[src/hw/rtl/lfu_cache_table_defines.svh]
// Assertion macros for the LFU cache table.
// No dependencies; included by the top level only.
`ifndef LFU_CACHE_TABLE_DEFINES_SVH
`define LFU_CACHE_TABLE_DEFINES_SVH

// Check that cons holds at the same edge as ante.
`define LFU_ASSERT_NOW(label, ante, cons, msg) \
	label: assert property (@(posedge clk) disable iff (!arst_n) (ante) |-> (cons)) \
		else $error(msg);

// Check that cons holds at the edge after ante.
`define LFU_ASSERT_NEXT(label, ante, cons, msg) \
	label: assert property (@(posedge clk) disable iff (!arst_n) (ante) |=> (cons)) \
		else $error(msg);

`endif

[src/hw/rtl/lfu_pkg.sv]
// Shared constants for the LFU cache table.
// No dependencies.
package lfu_pkg;
	localparam int unsigned KEY_W = 32;
	localparam int unsigned CAP_W = 5;
	localparam int unsigned APB_AW = 3;
	localparam logic MODE_GET = 1'b0;
	localparam logic MODE_PUT = 1'b1;
	localparam logic REG_CAPACITY = 1'b0;
	localparam logic [CAP_W-1:0] CAP_RESET = 5'd16;
	localparam logic [KEY_W-1:0] MISS_VALUE = '1;
endpackage

[src/hw/rtl/lfu_mem.sv]
// Entry memory of the LFU cache table: one write and one read port,
// read data registered. Depends on lfu_pkg.
module lfu_mem #(
	parameter int unsigned DEPTH = 16,
	parameter int unsigned AW = 4,
	parameter int unsigned DW = 84
) (
	input  logic          clk,
	input  logic          we,
	input  logic [AW-1:0] waddr,
	input  logic [DW-1:0] wdata,
	input  logic [AW-1:0] raddr,
	output logic [DW-1:0] rdata
);
	import lfu_pkg::*;

	logic [DW-1:0] mem [DEPTH];

	always_ff @(posedge clk) begin
		if (we) begin
			mem[waddr] <= wdata;
		end
		rdata <= mem[raddr];
	end
endmodule

[src/hw/rtl/lfu_cache_table.sv]
// LFU cache table, one request at a time. Each request walks the entry memory
// twice, one entry per cycle: a match pass that finds the key, the lowest free
// slot and the eviction victim (lowest use count, oldest among equals), then
// an update pass that writes the touched entry and ages the recency ranks of
// younger entries. A get miss skips the update pass, and a request with
// capacity zero skips both passes. The result sits in an output register,
// so a new request is taken while it waits. Depends on lfu_pkg, lfu_mem and
// lfu_cache_table_defines.svh.
`include "lfu_cache_table_defines.svh"

module lfu_cache_table #(
	parameter int unsigned ENTRIES = 16,
	parameter int unsigned COUNT_BITS = 16
) (
	input  logic                        clk,
	input  logic                        arst_n,
	input  logic                        in_valid,
	output logic                        in_ready,
	input  logic                        mode,
	input  logic [lfu_pkg::KEY_W-1:0]   lookup_key,
	input  logic [lfu_pkg::KEY_W-1:0]   write_value,
	output logic                        out_valid,
	input  logic                        out_ready,
	output logic                        hit,
	output logic [lfu_pkg::KEY_W-1:0]   read_value,
	output logic                        evicted,
	output logic [lfu_pkg::KEY_W-1:0]   evicted_key,
	input  logic                        psel,
	input  logic                        penable,
	input  logic                        pwrite,
	input  logic [lfu_pkg::APB_AW-1:0]  paddr,
	input  logic [31:0]                 pwdata,
	output logic [31:0]                 prdata,
	output logic                        pready
);
	import lfu_pkg::*;

	localparam int unsigned IW = (ENTRIES > 1) ? $clog2(ENTRIES) : 1;
	localparam int unsigned RW = IW;
	localparam int unsigned FW = $clog2(ENTRIES + 1);
	localparam int unsigned CMPW = (FW > CAP_W) ? FW : CAP_W;
	localparam int unsigned CB = COUNT_BITS;
	localparam int unsigned EW = 2 * KEY_W + CB + RW;

	typedef enum logic [2:0] {ST_IDLE, ST_SCAN, ST_DECIDE, ST_UPD, ST_DONE} state_t;

	state_t state_q;

	// configuration
	logic [CAP_W-1:0] cap_q;
	logic             cfg_wr;
	assign pready = 1'b1;
	assign cfg_wr = psel && penable && pwrite && (paddr[2] == REG_CAPACITY);
	assign prdata = (paddr[2] == REG_CAPACITY) ? 32'(cap_q) : 32'd0;

	always_ff @(posedge clk or negedge arst_n) begin
		if (!arst_n) begin
			cap_q <= CAP_RESET;
		end else if (cfg_wr) begin
			cap_q <= pwdata[CAP_W-1:0];
		end
	end

	logic [CMPW-1:0] cap_ext, cap_eff;
	assign cap_ext = CMPW'(cap_q);
	assign cap_eff = (cap_ext > CMPW'(ENTRIES)) ? CMPW'(ENTRIES) : cap_ext;

	// entry memory: {key, value, count, rank}
	logic          mem_we;
	logic [IW-1:0] mem_waddr;
	logic [EW-1:0] mem_wdata, mem_rdata;
	logic [IW:0]   rd_cnt_q;

	lfu_mem #(.DEPTH(ENTRIES), .AW(IW), .DW(EW)) u_mem (
		.clk   (clk),
		.we    (mem_we),
		.waddr (mem_waddr),
		.wdata (mem_wdata),
		.raddr (rd_cnt_q[IW-1:0]),
		.rdata (mem_rdata)
	);

	logic [KEY_W-1:0] rd_key, rd_val;
	logic [CB-1:0]    rd_cnt;
	logic [RW-1:0]    rd_rank;
	assign rd_key  = mem_rdata[EW-1 -: KEY_W];
	assign rd_val  = mem_rdata[CB+RW +: KEY_W];
	assign rd_cnt  = mem_rdata[RW +: CB];
	assign rd_rank = mem_rdata[RW-1:0];

	// request and pass state
	logic             req_put_q;
	logic [KEY_W-1:0] req_key_q, req_val_q;
	logic             v_s1;
	logic [IW-1:0]    idx_s1;
	logic [ENTRIES-1:0] valid_q;
	logic [FW-1:0]    fill_q;

	logic             mt_found_q;
	logic [IW-1:0]    mt_slot_q;
	logic [KEY_W-1:0] mt_val_q;
	logic [CB-1:0]    mt_cnt_q;
	logic [RW-1:0]    mt_rank_q;
	logic             fr_have_q;
	logic [IW-1:0]    fr_slot_q;
	logic             vc_have_q;
	logic [IW-1:0]    vc_slot_q;
	logic [KEY_W-1:0] vc_key_q;
	logic [CB-1:0]    vc_cnt_q;
	logic [RW-1:0]    vc_rank_q;
	logic [IW-1:0]    tg_slot_q;
	logic [RW-1:0]    tg_lim_q;
	logic             tg_all_q;
	logic [CB-1:0]    tg_cnt_q;
	logic [KEY_W-1:0] tg_val_q;

	logic             res_hit_q, res_ev_q;
	logic [KEY_W-1:0] res_val_q, res_key_q;
	logic             out_valid_q;

	logic last_s1, upd_age;
	assign last_s1 = v_s1 && (idx_s1 == IW'(ENTRIES - 1));
	assign upd_age = valid_q[idx_s1] && (tg_all_q || (rd_rank < tg_lim_q));

	// update pass write-back: rewrite the target, age younger entries
	always_comb begin
		mem_we    = 1'b0;
		mem_waddr = idx_s1;
		mem_wdata = mem_rdata;
		if (state_q == ST_UPD && v_s1) begin
			if (idx_s1 == tg_slot_q) begin
				mem_we    = 1'b1;
				mem_wdata = {req_key_q, tg_val_q, tg_cnt_q, RW'(0)};
			end else if (upd_age) begin
				mem_we    = 1'b1;
				mem_wdata = {rd_key, rd_val, rd_cnt, rd_rank + RW'(1)};
			end
		end
	end

	assign in_ready = (state_q == ST_IDLE);

	always_ff @(posedge clk or negedge arst_n) begin
		if (!arst_n) begin
			state_q     <= ST_IDLE;
			valid_q     <= '0;
			fill_q      <= '0;
			rd_cnt_q    <= '0;
			v_s1        <= 1'b0;
			out_valid_q <= 1'b0;
			mt_found_q  <= 1'b0;
			fr_have_q   <= 1'b0;
			vc_have_q   <= 1'b0;
		end else begin
			if (out_valid_q && out_ready) begin
				out_valid_q <= 1'b0;
			end
			case (state_q)
				ST_IDLE: begin
					if (in_valid) begin
						req_put_q  <= mode;
						req_key_q  <= lookup_key;
						req_val_q  <= write_value;
						res_hit_q  <= 1'b0;
						res_ev_q   <= 1'b0;
						res_key_q  <= '0;
						res_val_q  <= (mode == MODE_PUT) ? '0 : MISS_VALUE;
						mt_found_q <= 1'b0;
						fr_have_q  <= 1'b0;
						vc_have_q  <= 1'b0;
						rd_cnt_q   <= '0;
						// capacity zero: answer at once, touch nothing
						state_q    <= (cap_q == '0) ? ST_DONE : ST_SCAN;
					end
				end
				ST_SCAN, ST_UPD: begin
					if (rd_cnt_q < (IW+1)'(ENTRIES)) begin
						v_s1     <= 1'b1;
						idx_s1   <= rd_cnt_q[IW-1:0];
						rd_cnt_q <= rd_cnt_q + (IW+1)'(1);
					end else begin
						v_s1 <= 1'b0;
					end
					if (state_q == ST_SCAN && v_s1) begin
						if (valid_q[idx_s1]) begin
							if (!mt_found_q && rd_key == req_key_q) begin
								mt_found_q <= 1'b1;
								mt_slot_q  <= idx_s1;
								mt_val_q   <= rd_val;
								mt_cnt_q   <= rd_cnt;
								mt_rank_q  <= rd_rank;
							end
							if (!vc_have_q || rd_cnt < vc_cnt_q ||
							    (rd_cnt == vc_cnt_q && rd_rank > vc_rank_q)) begin
								vc_have_q <= 1'b1;
								vc_slot_q <= idx_s1;
								vc_key_q  <= rd_key;
								vc_cnt_q  <= rd_cnt;
								vc_rank_q <= rd_rank;
							end
						end else if (!fr_have_q) begin
							fr_have_q <= 1'b1;
							fr_slot_q <= idx_s1;
						end
					end
					if (last_s1) begin
						v_s1     <= 1'b0;
						rd_cnt_q <= '0;
						state_q  <= (state_q == ST_SCAN) ? ST_DECIDE : ST_DONE;
					end
				end
				ST_DECIDE: begin
					tg_all_q <= 1'b0;
					tg_cnt_q <= CB'(1);
					tg_val_q <= req_val_q;
					state_q  <= ST_UPD;
					if (mt_found_q) begin
						tg_slot_q <= mt_slot_q;
						tg_lim_q  <= mt_rank_q;
						tg_cnt_q  <= (&mt_cnt_q) ? mt_cnt_q : mt_cnt_q + CB'(1);
						res_hit_q <= 1'b1;
						if (req_put_q == MODE_GET) begin
							tg_val_q  <= mt_val_q;
							res_val_q <= mt_val_q;
						end
					end else if (req_put_q == MODE_GET) begin
						state_q <= ST_DONE;
					end else if (CMPW'(fill_q) < cap_eff) begin
						// insert into the lowest free slot; every other valid entry ages
						tg_slot_q          <= fr_slot_q;
						tg_lim_q           <= '0;
						tg_all_q           <= 1'b1;
						valid_q[fr_slot_q] <= 1'b1;
						fill_q             <= fill_q + FW'(1);
					end else begin
						tg_slot_q <= vc_slot_q;
						tg_lim_q  <= vc_rank_q;
						res_ev_q  <= 1'b1;
						res_key_q <= vc_key_q;
					end
				end
				ST_DONE: begin
					// hand over once the output register is free
					if (!out_valid_q || out_ready) begin
						out_valid_q <= 1'b1;
						hit         <= res_hit_q;
						read_value  <= res_val_q;
						evicted     <= res_ev_q;
						evicted_key <= res_key_q;
						state_q     <= ST_IDLE;
					end
				end
				default: state_q <= ST_IDLE;
			endcase
		end
	end

	assign out_valid = out_valid_q;

	`LFU_ASSERT_NOW(a_fill_match, 1'b1, $countones(valid_q) == 32'(fill_q), "fill count off")
	`LFU_ASSERT_NOW(a_wr_in_upd, mem_we, state_q == ST_UPD, "memory write outside update")
	`LFU_ASSERT_NEXT(a_fill_bound, state_q == ST_DECIDE, fill_q <= FW'(ENTRIES), "fill too high")
endmodule

[config.mk]
export PLATFORM = sky130hd
export DESIGN_NAME = lfu_cache_table
export DESIGN_NICKNAME = d
export VERILOG_FILES = /design/src/hw/rtl/lfu_pkg.sv /design/src/hw/rtl/lfu_mem.sv /design/src/hw/rtl/lfu_cache_table.sv
export VERILOG_INCLUDE_DIRS = /design/src /design/src/hw/rtl
export SDC_FILE = /design/constraint.sdc
export NUM_CORES = 2
export LEC_CHECK = 0
export BUFFER_PORTS_ARGS = -buffer_cell sky130_fd_sc_hd__buf_4
export CAP_MARGIN = 25
export CORE_ASPECT_RATIO = 1.5
export CORE_MARGIN = 4
export CORE_UTILIZATION = 40
export DETAILED_ROUTE_END_ITERATION = 7
export PLACE_DENSITY = 0.61
export SLEW_MARGIN = 20
export SYNTH_ARGS = -nofsm -noshare
export SYNTH_HDL_FRONTEND = slang
export SYNTH_HIERARCHICAL = 1
export SYNTH_SLANG_ARGS = --single-unit
[constraint.sdc]
create_clock -name clk -period 13.3 [get_ports clk]
set_input_delay 0.665 -clock clk [delete_from_list [all_inputs] [get_ports clk]]
set_output_delay 0.665 -clock clk [all_outputs]
set_load 0.1 [all_outputs]
* Word level (Yosys, flattened, before mapping)
Memories as Yosys holds them, arrays and structs flattened. A register that Yosys moved wholly into a read port is not among the register bits.
Cells that the tools add are included.
W data, S select, Z words.
** Word-level totals
- Memories kept :: 1
- Bits of input ports :: 107
- Output and inout port bits :: 101
- Bits in registers :: 413
- Logic and storage cells :: 190
- RAM bits :: 1344
** Operators by class
- Add/sub/neg operators :: 4
- Bitwise gates (word level) :: 6
- Muxes and demuxes :: 69
- Equal/unequal tests :: 22
- Reduce and logical (&&, ||, !) cells :: 43
- Magnitude comparators :: 9
** Memory list
- u_mem.mem :: depth 16, bits a word 84, read ports 1, clocked after Yosys merged registers in 1, wr ports 1, RTL line lfu_mem.sv:17 : logic [DW-1:0] mem [DEPTH];
** Operators by type and width (count)
- $mux W32 :: 10
- $mux W84 :: 2
- $pmux W32 S2 :: 2
- $eq A32 B32 Y1 :: 1
- $reduce_and A5 Y1 :: 6
- $mux W4 :: 7
- $mux W1 :: 26
- $ne A2 B2 Y1 const B :: 13
- $mux W5 :: 5
- $mux W3 :: 7
- $reduce_and A3 Y1 :: 6
- $add A16 B1 Y16 const B :: 1
- $eq A16 B16 Y1 :: 1
- $lt A16 B16 Y1 :: 1
- $mux W16 :: 1
- $or A16 B16 Y16 :: 1
- $reduce_and A16 Y1 :: 1
- $pmux W3 S4 :: 1
- $reduce_and A4 Y1 :: 3
- $logic_and A1 B1 Y1 :: 11
- $add A5 B1 Y5 const B :: 2
- $lt A4 B5 Y1 const B :: 2
- $pmux W1 S2 :: 5
- $pmux W5 S2 :: 1
- other kinds (24) :: 37

* Logic depth before layout (Yosys ltp)
- Depth in word-level cells :: 8
- Mapped depth :: 9
- Gate-level depth less buffers :: 8

* Hierarchy
Netlist, hierarchy kept.
** By module, submodules not included
- lfu_mem :: area each 52052.4 um^2, sequential area each 42040.3 um^2, times used 1, cells each 2154
- lfu_cache_table :: area each 16976.3 um^2, sequential area each 12208.0 um^2, times used 1, cells each 1044

* Least setup slack after synthesis
OpenSTA, ideal clock, no wires.
- Kind :: reg2reg
- From :: register idx_s1[0]
- To :: memory u_mem.mem[0][0] (enable)
- Period minus slack after synthesis :: 8.409 ns
- Buffers on the path :: 1
- Data required time :: 12.671 ns
- Stages on the path, launching flop included :: 9
- Library setup time :: 0.629 ns
- Data arrival time :: 7.780 ns
- Setup slack :: 4.891 ns
- Cell sequence :: edfxtp_1 buf_6 mux4_1 o22ai_1 a211oi_2 o21ai_2 o21ai_0 or3b_2 nor3_1
** Between the ends
- Word-level cells in the longest chain between the ends :: 8
- Elaborated cells on any way between the ends :: 9
- Those cells by class :: 1 x eq/ne; 7 x mux; 1 x reduce/logical
** RTL lines
- start, declared :: RTL line lfu_cache_table.sv:95 : logic [IW-1:0] idx_s1;
- start signal, assigned :: RTL line lfu_cache_table.sv:179 : idx_s1 <= rd_cnt_q[IW-1:0];
- $bmux W1 S4 :: RTL line lfu_cache_table.sv:123 : assign upd_age = valid_q[idx_s1] && (tg_all_q || (rd_rank < tg_lim_q));
- $mux W1 (implied by the code) :: RTL line lfu_cache_table.sv:123
- $logic_and A1 B1 Y1 :: RTL line lfu_cache_table.sv:123
- $mux W1 :: RTL line lfu_cache_table.sv:134 : end else if (upd_age) begin
- $mux W1 (*) :: RTL line lfu_cache_table.sv:131 : if (idx_s1 == tg_slot_q) begin
- $mux W1 (*) :: RTL line lfu_cache_table.sv:130 : if (state_q == ST_UPD && v_s1) begin
- via mem_we :: RTL line lfu_cache_table.sv:69 : logic mem_we;
- $mux W1 (*) :: RTL line lfu_mem.sv:20 : if (we) begin
- $mux W1 (implied by the code) (*) :: RTL line lfu_mem.sv:21 : mem[waddr] <= wdata;
- end, declared :: RTL line lfu_mem.sv:17
The timed path passes the listed nets; every way through them passes the cells marked *. The select of a mux whose other input is x is not followed.

* Worst setup path after layout
- From :: register idx_s1[0]
- To :: memory u_mem.mem[11][38] (enable)
The elaborated chain is that of the path after synthesis.

==> impl_summary.txt <==
----------------------------------------------------
[Clock network]
  Number of gates given a new drive strength after cts ... 0
  Bufs on Longest Clock Path ... 3
  Number of buffers added by the clock tree synthesis step ... 170
  H-Tree Depth ... 4
  Buffer count from post-CTS setup fixing ... 0
  Clock network latency to the later pin of the worst-skew pair ... roughly 0.8 ns
  Count of clock tree sinks ... approximately 1.8k
  Clock tree from TritonCTS ... yes
  Clock tree root buffer cell ... sky130_fd_sc_hd__clkbuf_16
  Clock Pin Slew Worst Setup and Hold Paths ... ~0.06 ns

[Critical path]
  Top fanout value on the critical path ... roughly 40
  Req. time, crit path ... between 10 and 15 ns
  Kind of critical path ... reg -> reg
  Kind of start point of the critical path ... register
  WP data arrival ... 5.68 ns
  Critical path endpoint category ... register

[Pwr]
  Leakage ... around 26 nW
  Power density relative to cell area ... between 200 and 250 mW/mm^2
  Worst supply voltage drop on vdd ... 144 uV

[STA]
  Final critical-path required period ... ~5.3 ns
  Minimum hold slack ... 0.0653 ns
  Fmax ... roughly 0.19 GHz
  Worst relative slew slack ... 32.5%
  Final-report hold violation count ... 0
  Slew at the pin with the worst max-slew slack ... about 1.0 ns
  Final-layout setup total negative slack ... 0 ns
  Final setup vio count ... 0
  Worst clock skew ... 0.0446 ns
  Worst setup slack after layout ... between 8 and 9 ns
  Setup repair after global routing missed its margin ... false
  Max-slew violation total from the final report ... 0
  Fin crit share ... 39.6%

[Synthesis]
  Cell Area, Synth ... ~0.07 mm^2
  Cell taking the most area after synthesis ... sky130_fd_sc_hd__edfxtp_1
  Portion of the post-synthesis area used by sequential elements ... approximately four fifths
  Primary FF master, synth ... sky130_fd_sc_hd__edfxtp_1
  Share of synthesized cell area in full adder, half adder and majority cells ... less than 1%
  Multiplexer share of the synthesized area ... about an eighth
  Post-synthesis share of cell area spent on and, or, nand and nor gates ... approximately 2.2%
  Cells taking the most area after synthesis ... sky130_fd_sc_hd__edfxtp_1 (75%), sky130_fd_sc_hd__mux4_2 (11%), sky130_fd_sc_hd__dfxtp_1 (2.4%)
  Number of enable flip-flop cells after synthesis ... 1718
  Synthesized flop and latch total ... roughly 1.8k
  Post-synthesis compound-gate area fraction ... under 10%
  Synthesized-area fraction occupied by xor and xnor cells ... less than 1%
  Post-synth cell types ... 61
  Async set or reset register ratio after synthesis ... 2.12%
  Post-Synthesis Mean Instance Area ... about 22 um^2
  Post-Syn Instances ... between 3k and 4k
  Dominant combinational cell family by area after synthesis ... multiplexers
  Number of warning messages in the yosys log ... 6
  Portion of synthesized cell area occupied by the leading cell type ... approximately 75%

[Detailed routing]
  Drt total wl ... ~160000 um
  Post-DR vias/cell ... approximately 5.5
  Number of violations reported at the end of detailed-routing iteration 0 ... ~3.0k
  Routed wirelength normalized by instance count ... 26.7 um
  DR DRC count ... 0
  Detailed Routing Iterations Pass 1 ... 5
  Antenna viol nets, final ... 0
  Via total after detailed routing ... approximately 32k

[Global route]
  Total Routing Usage GR ... about 17%
  Number of global-route vias before repair ... 33.7k
  Antenna violations before repair ... 7
  Total global routing overflow ... 0
  Maximum number of pins on one net before global-route repair ... 127
  Global-route wire length before repair ... about 230000 um

[Placement]
  HPWL reported at the end of detailed placement ... between 70000 and 80000 um
  I/O Buffers ... 150
  Placed Area ... approximately 0.073 mm^2
  Final weighted congestion of routability-driven global placement ... approximately 0.7
  Setup WS pre-CTS ... ~7.9 ns

[Floorplan]
  Die area ... 0.179 mm^2
  Y dimension of the die ... slightly above 500 um
  Die Width ... roughly 350 um
  Boundary Pins ... 208
  Core region area ... approximately 0.17 mm^2
  Cell row count ... about 190
  Initial cell density of the core ... between 40% and 50%

[Run]
  Maxcap violations ... 0

[Cells and area]
  # nets final ... roughly 3.6k
  Final instance area ... approximately 0.08 mm^2
  Number of fill cells in the layout ... 14.1k
  Area growth from synthesis to layout ... 14.9%
  Share of layout cells above drive strength 1 ... a little over a quarter

[Status]
  Outcome ... completed

[Worst hold path]
  Min-delay worst type ... in -> reg

----------------------------------------------------
[logic make-up after synthesis]
kind of cell | Yosys count
xor gates and xnor gates | 53
adders and majority gates | 31
muxes | 464
AOI/OAI and AO/OA | 289
buffers and inverters | 206
and+or+nand+nor | 312
other | 2
DFF | 1841
[state kept, by name, summed over array words and instances (netlist names), 5 cells and up]
register,cells
mt_val_q,32
vc_key_q,32
tg_cnt_q,16
valid_q,16
tg_val_q,32
req_key_q,32
rd_cnt_q,5
res_val_q,32
mt_cnt_q,16
read_value,32
fill_q,5
u_mem/mem,1344
evicted_key,32
res_key_q,32
u_mem/rdata,84
cap_ext,5
req_val_q,32
vc_cnt_q,16
[final cells by class]
| type | count | area, um^2 | share of cell area, % |
|---|---|---|---|
| diodes | 1 | 2.50 | 0.00315 |
| clock inverters | 99 | 1080 | 1.36 |
| clock buffers | 223 | 4690 | 5.91 |
| inverters | 30 | 113 | 0.142 |
| multi-input cells | 1177 | 14000 | 17.7 |
| well taps | 2256 | 2820 | 3.56 |
| repair buffers | 270 | 2320 | 2.92 |
| flip-flops and latches | 1841 | 54300 | 68.4 |
[through the flow]
| step | cells | utilization [%] | total power, mW |
|---|---|---|---|
| floorplan | 3224 | - | 10.4 |
| global placement | 5520 | 42.5 | 11.4 |
| detailed placement | 5522 | 42.6 | 11.5 |
| CTS | 5892 | 46.2 | 16.5 |
| global route | 5897 | 46.3 | 17.1 |
| finish | 5897 | 46.3 | 16.3 |
[cell usage in the layout (no fill, tap or decap), drive strengths merged, types with 15 or more instances in the layout]
master	count
a21o	37
a21oi	25
a22oi	168
and3	39
buf	221
bufinv	18
clkbuf	224
clkinv	70
conb	28
dfrtp	38
dfxtp	84
dlygate4sd3	48
edfxtp	1718
ha	31
inv	37
mux2	118
mux4	340
nand2	126
nand3	15
nand4	17
nor2	49
nor2b	22
o21ai	21
xnor2	28
xor2	25
[worst paths after layout]
check / startpoint / depth (start not counted) / end / slack [ns]
max in group asynchronous: arst_n / 2 / rd_cnt_q[1] / 12.40
worst min-delay path: write_value[17] / 1 / req_val_q[17] / 0.07
worst min register to register: res_key_q[8] / 0 / evicted_key[8] / 0.42
worst max-delay path: idx_s1[0] / 9 / u_mem/mem[11][38] / 8.04
min in group asynchronous: arst_n / 2 / cap_ext[0] / 0.43
worst max register to register: idx_s1[0] / 9 / u_mem/mem[11][38] / 8.04
[cells in the mapped netlist (15+ instances only)]
master / count
sky130_fd_sc_hd__dfxtp_1: 84
sky130_fd_sc_hd__edfxtp_1: 1718
sky130_fd_sc_hd__inv_1: 30
sky130_fd_sc_hd__buf_4: 38
sky130_fd_sc_hd__xnor2_1: 28
sky130_fd_sc_hd__o21ai_0: 19
sky130_fd_sc_hd__nand4_1: 17
sky130_fd_sc_hd__a21o_1: 37
sky130_fd_sc_hd__nand2_1: 126
sky130_fd_sc_hd__a22oi_1: 128
sky130_fd_sc_hd__ha_1: 31
sky130_fd_sc_hd__and3_1: 39
sky130_fd_sc_hd__nand3_1: 15
sky130_fd_sc_hd__a21oi_1: 25
sky130_fd_sc_hd__mux2_2: 74
sky130_fd_sc_hd__mux4_2: 337
sky130_fd_sc_hd__clkbuf_1: 67
sky130_fd_sc_hd__nor2b_1: 22
sky130_fd_sc_hd__xor2_1: 25
sky130_fd_sc_hd__buf_2: 49
sky130_fd_sc_hd__nor2_1: 47
sky130_fd_sc_hd__a22oi_2: 40
sky130_fd_sc_hd__dfrtp_1: 38
sky130_fd_sc_hd__mux2_1: 44
[layer usage]
layer,up-vias,global-route usage [%],wire [um]
met5,-,0,13
met4,2,4.81,3700
met3,231,2.69,8190
met2,983,30.5,81100
met1,17400,22.6,64400
li1,13700,-,-
[critical path: stages (launching register included)]
cell and delay [ns]:
sky130_fd_sc_hd__edfxtp_1 0.80, sky130_fd_sc_hd__mux4_1 0.39, sky130_fd_sc_hd__o22ai_1 0.14, sky130_fd_sc_hd__a211oi_2 0.31, sky130_fd_sc_hd__o21ai_2 0.20, sky130_fd_sc_hd__o21ai_0 0.28
sky130_fd_sc_hd__nand3b_1 0.41, sky130_fd_sc_hd__nor2_4 0.82, sky130_fd_sc_hd__buf_4 0.86, sky130_fd_sc_hd__buf_4 0.62
[where the power goes]
group / total, mW / internal, mW / switching [mW]
combinational: 3.61 / 1.45 / 2.15
clock: 4.99 / 2.86 / 2.14
sequential: 7.73 / 7.44 / 0.288
[timing repair]
item                                    4_1_cts  5_1_grt
hold endpoints to repair                     85        0
hold buffers                                 48        0
endpoints found under the setup margin        0        0
Note: power is estimated with default switching activity, not from simulation.
